File: config.mk
export PLATFORM = sky130hd
export DESIGN_NAME = svn_ctrl
export DESIGN_NICKNAME = d
export VERILOG_FILES = /design/src/hw/rtl/svn_pkg.sv /design/src/hw/rtl/svn_ctrl.sv
export SDC_FILE = /design/constraint.sdc
export NUM_CORES = 1
export LEC_CHECK = 0
export ABC_AREA = 1
export BUFFER_PORTS_ARGS = -buffer_cell sky130_fd_sc_hd__buf_4
export CAP_MARGIN = 20
export CORE_MARGIN = 3
export CORE_UTILIZATION = 45
export DETAILED_ROUTE_END_ITERATION = 6
export PLACE_DENSITY = 0.76
export SLEW_MARGIN = 20
export SYNTH_ARGS = -nofsm -noshare
export SYNTH_HDL_FRONTEND = slang
export SYNTH_SLANG_ARGS = --single-unit
File: constraint.sdc
create_clock -name clk -period 2 [get_ports clk]
set_input_delay 0.1 -clock clk [delete_from_list [all_inputs] [get_ports clk]]
set_output_delay 0.1 -clock clk [all_outputs]
set_load 0.02 [all_outputs]
File: src/hw/rtl/svn_pkg.sv
`timescale 1ns / 1ps
// ----------------------------------------------------------------------------
// svn_pkg
// Shared types and fixed constants of the smooth vertex normal block.
// ----------------------------------------------------------------------------
package svn_pkg;

  localparam int IDX_IN_W  = 10;
  localparam int POS_IN_W  = 16;
  localparam int OUT_W     = 16;
  localparam int FRAC_BITS = 14;
  localparam int A_W       = 24;
  localparam int SQ_W      = 2 * A_W + 2;
  localparam int ROOT_W    = SQ_W / 2;
  localparam int Q_W       = FRAC_BITS + 1;
  localparam int MUL_LAST  = 6;
  localparam int SQ_LAST   = 3;
  localparam int SQRT_LAST = ROOT_W - 1;
  localparam int DIV_LAST  = Q_W - 1;

  typedef enum logic [1:0] {
    FN_WRITE = 2'd0,
    FN_TRI   = 2'd1,
    FN_READ  = 2'd2,
    FN_CLEAR = 2'd3
  } func_t;

  typedef enum logic [4:0] {
    S_CLR,
    S_IDLE,
    S_DISPATCH,
    S_TRI_VRD,
    S_TRI_VCAP,
    S_TRI_EDGE,
    S_TRI_MUL,
    S_TRI_SRD,
    S_TRI_SWR,
    S_RD_MAG,
    S_RD_SHIFT,
    S_RD_SQ,
    S_RD_SQI,
    S_RD_SQRT,
    S_RD_LCHK,
    S_RD_DIVI,
    S_RD_DIV,
    S_RD_DSTO,
    S_RD_OUT
  } state_t;

  typedef struct packed {
    logic load_in;
    logic vtx_wr;
    logic vtx_rd;
    logic pos_cap;
    logic edge_ld;
    logic cnt_clr;
    logic cnt_inc;
    logic crn_clr;
    logic crn_inc;
    logic mul_step;
    logic sum_rd;
    logic sum_wr;
    logic sum_clr;
    logic nrm_clr;
    logic mag_ld;
    logic mag_shift;
    logic sq_step;
    logic sqrt_init;
    logic sqrt_step;
    logic comp_clr;
    logic comp_inc;
    logic div_init;
    logic div_step;
    logic div_store;
    logic out_load;
  } cmd_t;

  typedef struct packed {
    func_t func;
    logic  in_range;
    logic  tri_ok;
    logic  crn_last;
    logic  comp_last;
    logic  sweep_last;
    logic  mul_last;
    logic  sq_last;
    logic  sqrt_last;
    logic  div_last;
    logic  mag_big;
    logic  len_zero;
    logic  out_free;
  } sts_t;

endpackage

File: src/hw/rtl/svn_ctrl.sv
`timescale 1ns / 1ps
// ----------------------------------------------------------------------------
// svn_ctrl
// Sequencer: steps the datapath through write, triangle, read and clear.
// ----------------------------------------------------------------------------
module svn_ctrl (
  input  logic          clk,
  input  logic          rst_n,
  input  logic          in_valid,
  output logic          in_stall,
  input  svn_pkg::sts_t sts,
  output svn_pkg::cmd_t cmd
);
  import svn_pkg::*;

  state_t state_r, state_nxt;

  always_ff @(posedge clk) begin
    if (!rst_n) begin
      state_r <= S_CLR;
    end else begin
      state_r <= state_nxt;
    end
  end

  assign in_stall = (state_r != S_IDLE);

  always_comb begin
    state_nxt = state_r;
    unique case (state_r)
      S_CLR:      if (sts.sweep_last) state_nxt = S_IDLE;
      S_IDLE:     if (in_valid) state_nxt = S_DISPATCH;
      S_DISPATCH: begin
        unique case (sts.func)
          FN_WRITE: state_nxt = S_IDLE;
          FN_TRI:   state_nxt = sts.tri_ok ? S_TRI_VRD : S_IDLE;
          FN_READ:  state_nxt = sts.in_range ? S_RD_MAG : S_RD_OUT;
          FN_CLEAR: state_nxt = S_CLR;
        endcase
      end
      S_TRI_VRD:  if (sts.crn_last) state_nxt = S_TRI_VCAP;
      S_TRI_VCAP: state_nxt = S_TRI_EDGE;
      S_TRI_EDGE: state_nxt = S_TRI_MUL;
      S_TRI_MUL:  if (sts.mul_last) state_nxt = S_TRI_SRD;
      S_TRI_SRD:  state_nxt = S_TRI_SWR;
      S_TRI_SWR:  state_nxt = sts.crn_last ? S_IDLE : S_TRI_SRD;
      S_RD_MAG:   state_nxt = S_RD_SHIFT;
      S_RD_SHIFT: if (!sts.mag_big) state_nxt = S_RD_SQ;
      S_RD_SQ:    if (sts.sq_last) state_nxt = S_RD_SQI;
      S_RD_SQI:   state_nxt = S_RD_SQRT;
      S_RD_SQRT:  if (sts.sqrt_last) state_nxt = S_RD_LCHK;
      S_RD_LCHK:  state_nxt = sts.len_zero ? S_RD_OUT : S_RD_DIVI;
      S_RD_DIVI:  state_nxt = S_RD_DIV;
      S_RD_DIV:   if (sts.div_last) state_nxt = S_RD_DSTO;
      S_RD_DSTO:  state_nxt = sts.comp_last ? S_RD_OUT : S_RD_DIVI;
      S_RD_OUT:   if (sts.out_free) state_nxt = S_IDLE;
      default:    state_nxt = S_IDLE;
    endcase
  end

  always_comb begin
    cmd = '0;
    unique case (state_r)
      S_CLR: begin
        cmd.sum_wr  = 1'b1;
        cmd.sum_clr = 1'b1;
        cmd.cnt_inc = 1'b1;
      end
      S_IDLE: cmd.load_in = in_valid;
      S_DISPATCH: begin
        cmd.cnt_clr = 1'b1;
        cmd.crn_clr = 1'b1;
        cmd.nrm_clr = 1'b1;
        cmd.vtx_wr  = (sts.func == FN_WRITE) && sts.in_range;
        cmd.sum_rd  = (sts.func == FN_READ) && sts.in_range;
      end
      S_TRI_VRD: begin
        // shift chain drops the first capture, ends with a, b, c in place
        cmd.vtx_rd  = 1'b1;
        cmd.pos_cap = 1'b1;
        cmd.crn_inc = 1'b1;
      end
      S_TRI_VCAP: begin
        cmd.pos_cap = 1'b1;
        cmd.crn_clr = 1'b1;
      end
      S_TRI_EDGE: begin
        cmd.edge_ld = 1'b1;
        cmd.cnt_clr = 1'b1;
      end
      S_TRI_MUL: begin
        cmd.mul_step = 1'b1;
        cmd.cnt_inc  = 1'b1;
      end
      S_TRI_SRD: cmd.sum_rd = 1'b1;
      S_TRI_SWR: begin
        cmd.sum_wr  = 1'b1;
        cmd.crn_inc = 1'b1;
      end
      S_RD_MAG: cmd.mag_ld = 1'b1;
      S_RD_SHIFT: begin
        cmd.mag_shift = sts.mag_big;
        cmd.cnt_clr   = 1'b1;
      end
      S_RD_SQ: begin
        cmd.sq_step = 1'b1;
        cmd.cnt_inc = 1'b1;
      end
      S_RD_SQI: begin
        cmd.sqrt_init = 1'b1;
        cmd.cnt_clr   = 1'b1;
      end
      S_RD_SQRT: begin
        cmd.sqrt_step = 1'b1;
        cmd.cnt_inc   = 1'b1;
      end
      S_RD_LCHK: cmd.comp_clr = 1'b1;
      S_RD_DIVI: begin
        cmd.div_init = 1'b1;
        cmd.cnt_clr  = 1'b1;
      end
      S_RD_DIV: begin
        cmd.div_step = 1'b1;
        cmd.cnt_inc  = 1'b1;
      end
      S_RD_DSTO: begin
        cmd.div_store = 1'b1;
        cmd.comp_inc  = 1'b1;
      end
      S_RD_OUT: cmd.out_load = sts.out_free;
      default: cmd = '0;
    endcase
  end

  a_accept_dispatch: assert property (@(posedge clk) disable iff (!rst_n)
    (state_r == S_IDLE && in_valid) |=> (state_r == S_DISPATCH))
    else $error("accepted word not dispatched");

  a_out_free: assert property (@(posedge clk) disable iff (!rst_n)
    cmd.out_load |-> sts.out_free)
    else $error("result overwrites a word still waiting");

  a_rmw_order: assert property (@(posedge clk) disable iff (!rst_n)
    (state_r == S_TRI_SWR) |-> ($past(state_r) == S_TRI_SRD))
    else $error("sum write without preceding read");

  a_sweep_end: assert property (@(posedge clk) disable iff (!rst_n)
    (state_r == S_CLR && sts.sweep_last) |=> (state_r == S_IDLE))
    else $error("clear sweep did not end");

endmodule

Word-level counts from Yosys, hierarchy flattened
Index checks and enable logic that the tools add are counted.

storage, ports and cells
  bits in registers = 5

cells by class
  equality and inequality tests = 31
  multiplexer cells = 40
  reductions and logical operators = 11

operators by type and width
  cell                                                                   count
  5-bit case mux with 19 select lines                                    1
  5-bit 2-to-1 mux                                                       12
  5-bit by 4-bit equality test with 1-bit output, second input constant  8
  1-bit 2-to-1 mux                                                       23
  5-bit by 3-bit equality test with 1-bit output, second input constant  4
  5-bit case mux with 4 select lines                                     1
  2-bit != test, second input constant                                   9
  5-bit equality test, second input constant                             3
  5-bit by 2-bit equality test with 1-bit output, second input constant  2
  5-bit OR reduction                                                     2
  9-bit AND reduction                                                    1
  2-bit OR reduction                                                     4
  5-bit by 1-bit equality test with 1-bit output, second input constant  1
  5-bit logical NOT                                                      1
  5-bit by 1-bit != test with 1-bit output, second input constant        1
  2-bit equality test, second input constant                             2
  3-bit 2-to-1 mux                                                       1
  2-bit by 1-bit equality test with 1-bit output, second input constant  1
  1-bit logical AND                                                      2
  2-bit logical NOT                                                      1
  2-bit 2-to-1 mux                                                       1
  1-bit case mux with 2 select lines                                     1

Longest topological paths before layout
  depth in word-level cells = 3
  depth in mapped cells = 12
  mapped depth without buffers = 12

Worst setup path after synthesis
OpenSTA, ideal clock, no wires.

  path type = register to register
  from = register state_r[0]
  to = register state_r[0]
  setup time = 0.112 ns
  arrival = 1.487 ns
  setup slack = 0.402 ns
  stages on the path, launching flop included = 11
  path buffers = 0
  path through = dfxtp_1 -> nor2_2 -> inv_1 -> nor2_1 -> nor2_2 -> nand2_1 -> nor2_1 -> nand2_1 -> nand2_1 -> nor2_1 -> nor2_1

between the ends
  cells in the longest elaborated chain, start to end = 3

RTL lines
  element                                                                 line            text
  from (decl)                                                             svn_ctrl.sv:16  state_t state_r, state_nxt;
  from (signal assigned)                                                  svn_ctrl.sv:22  state_r <= state_nxt;
  5-bit by 2-bit equality test with 1-bit output (tied with other cells)  svn_ctrl.sv:30  unique case (state_r)
  2-bit != test (no source line)                                          n/a
  9-bit AND reduction (no source line)                                    n/a

Several ways; a longest one is shown, not always the timed one.
A chain may end at the register's enable or synchronous reset.

Worst setup path after layout
  from = register state_r[0]
  to = register state_r[3]

Same word-level chain as after synthesis.

==> out/metrics.cfg <==
[timing]
hold_viol = 0
skew_ns = 0.0005273
slew-limit-headroom = 0.7135
timing.hold.ws_ns = 0.1084
tightest_slew_ns = 0.4292
min_period_over_period = 0.8908
setup_ws_ns = 0.2183
setup_viol = 0
max_freq_ghz = 0.5613
rsz0062_at_grt = false
slew_viol_final = 0
tns_ns = 0
min_period_ns = 1.782

[layout]
largest_reg_flops = 5
final_cell_mix = nand2_1 (42), buf_4 (42), nor2_1 (34), inv_1 (26), nand3_1 (12)
regMostFlops = state_r
top_regs = state_r (5)
final_core_util = 0.7031
instances_no_fill = 243
areaGrowthSynthToFinish_pct = 38.81
fin_nets = 236
drive_above_1_share = 0.3578
fill_cells = 175
diodes = 0

[floorplan]
die_h_um = 51.27
io_pins = 43
core_area_um2 = 1821
rows = 15
initial_utilization = 0.5065
die_w_um = 51.27
fp.dieArea_um2 = 2628

[job]
cap_viol_max_count = 0

[global_routing]
grt_use_total = 0.2473
grt_pass1_wl_mm = 5.023
grt_max_degree = 16
grt_overflow_total = 0
grt_pass1_vias = 1145
antenna_found_initial = 0

[logic_synthesis]
yosysTopAreaCell = nand2_1
synth.top_cell.area_share = 0.1710
yosys.cell_types.count = 21
syn-mean-instance-area_um2 = 5.300
yosys_warnings = 0
synthCells = 174
netlist_top_cells_area = nand2_1 (17%), nor2_1 (14%), dfxtp_1 (11%)
syn_area_um2 = 922.1
syn_nets = 191
yosys_register_bits = 5
ys_seq_area_frac = 0.1085

[placed_design]
globalplace.congestion = 0.9200
port-buffer-count = 42
hpwl_mm = 2.556
dp.cells = 239
preCtsSetupSlack_ns = 0.2801

[clock_tree]
root_buffer = clkbuf_4
cts_tree = built
cts_setup_buffers = 0
clk_latency_ns = 0.24
path_clk_slew_ns = 0.04
cts_buffers = 3
post_cts_resized = 0
hold_buffers = 0
h-tree-depth = 1
cts.path.max_buffers = 2
cts.sinks = 5

[status]
status = complete, no violations

[critical_path]
cp_data_arrival_time_ns = 1.89
cpPeakStageDelay_ns = 0.45
path_class = register to register
cp_data_required_time_ns = 2.11
path_delay_family = simple AND/OR/NAND/NOR gates
crit_path_end_kind = register
startpoint_type = register
crit_buf_inv = 1
cp_max_fo = 6
crit_chain = nor2_2, inv_1, nor2_1, nor2_2, nand2_1, nor4_1, nor2_1
critPathSlowestCell = dfxtp_1

[drt]
via_per_inst = 5.082
drtIter0Drc = 59
vias = 1235
firstDrtPassIters = 4
drc = 0
routed_wl_mm = 3.056
detail-route-antenna-nets = 0
routedWlPerCell_um = 12.58

[power]
powerDensity_nw_per_um2 = 864.5
peakVddDrop_uv = 766.0
leakage_nw = 0.7379

[hold_path]
min_path_type = primary input to register

## metrics by stage
stage | power, mW | instance area [um2]
CTS | 1.105 | 1280
finish | 1.107 | 1280
global route | 1.194 | 1280
detailed placement | 0.9863 | 1254
global placement | 0.9831 | 1254
floorplan | 0.7046 | 922.1
## power breakdown
group | total, mW | leakage (nW) | switching, mW | internal (mW)
registers | 0.164 | 0.0407 | 0.0431 | 0.121
clock network | 0.111 | 0.0150 | 0.0361 | 0.0751
logic | 0.831 | 0.682 | 0.539 | 0.293
total | 1.11 | 0.738 | 0.618 | 0.488
## final timing paths
| path | startpoint | endpoint | slack [ns] | depth (start not counted) |
|---|---|---|---|---|
| setup / recovery | state_r[0] | state_r[3] | 0.22 | 7 |
| setup reg to reg | state_r[0] | state_r[3] | 0.22 | 7 |
| hold / removal | rst_n | state_r[0] | 0.11 | 3 |
| hold reg to reg | state_r[4] | state_r[4] | 0.55 | 2 |
## layer usage
layer  part of all wire  global-route usage
met2               0.48              0.4142
met1               0.41              0.3088
met4              0.012              0.1048
met5                  0                   0
met3              0.096             0.04373
## final cells by class
| cell class | instances | area, um2 | share of cell area |
|---|---|---|---|
| Multi-Input combinational cell | 136 | 690.7 | 0.5396 |
| Timing Repair Buffer | 42 | 315.3 | 0.2463 |
| Inverter | 31 | 116.4 | 0.09091 |
| Sequential cell | 5 | 100.1 | 0.07820 |
| Tap cell | 25 | 31.28 | 0.02444 |
| Clock buffer | 4 | 26.28 | 0.02053 |
## synth_stat cells
| cell type | count |
|---|---|
| nand3b_1 | 2 |
| o21ai_0 | 4 |
| nor3_1 | 2 |
| nand4_1 | 5 |
| dfxtp_1 | 5 |
| nor2_2 | 9 |
| inv_1 | 26 |
| nand3_1 | 12 |
| nand3_4 | 1 |
| a21oi_1 | 2 |
| a21oi_2 | 1 |
| o22ai_1 | 1 |
| nor2_4 | 5 |
| nand2_2 | 9 |
| nor2_1 | 34 |
| nor4_1 | 2 |
| nand3_2 | 3 |
| o211ai_1 | 2 |
| nand2_1 | 42 |
| buf_4 | 2 |
| inv_2 | 5 |
## worst register-to-register path, stage by stage (launching register included)
cell and delay, ns:
dfxtp_1 0.45, nor2_2 0.12, inv_1 0.20, nor2_1 0.14
nor2_2 0.21, nand2_1 0.10, nor4_1 0.37, nor2_1 0.07
## cell families after synthesis
family,synth area share
compound gates,0.06513
simple gates,0.6838
buf+inv,0.1425
flops,0.1086
(Power assumes the default switching activity.)
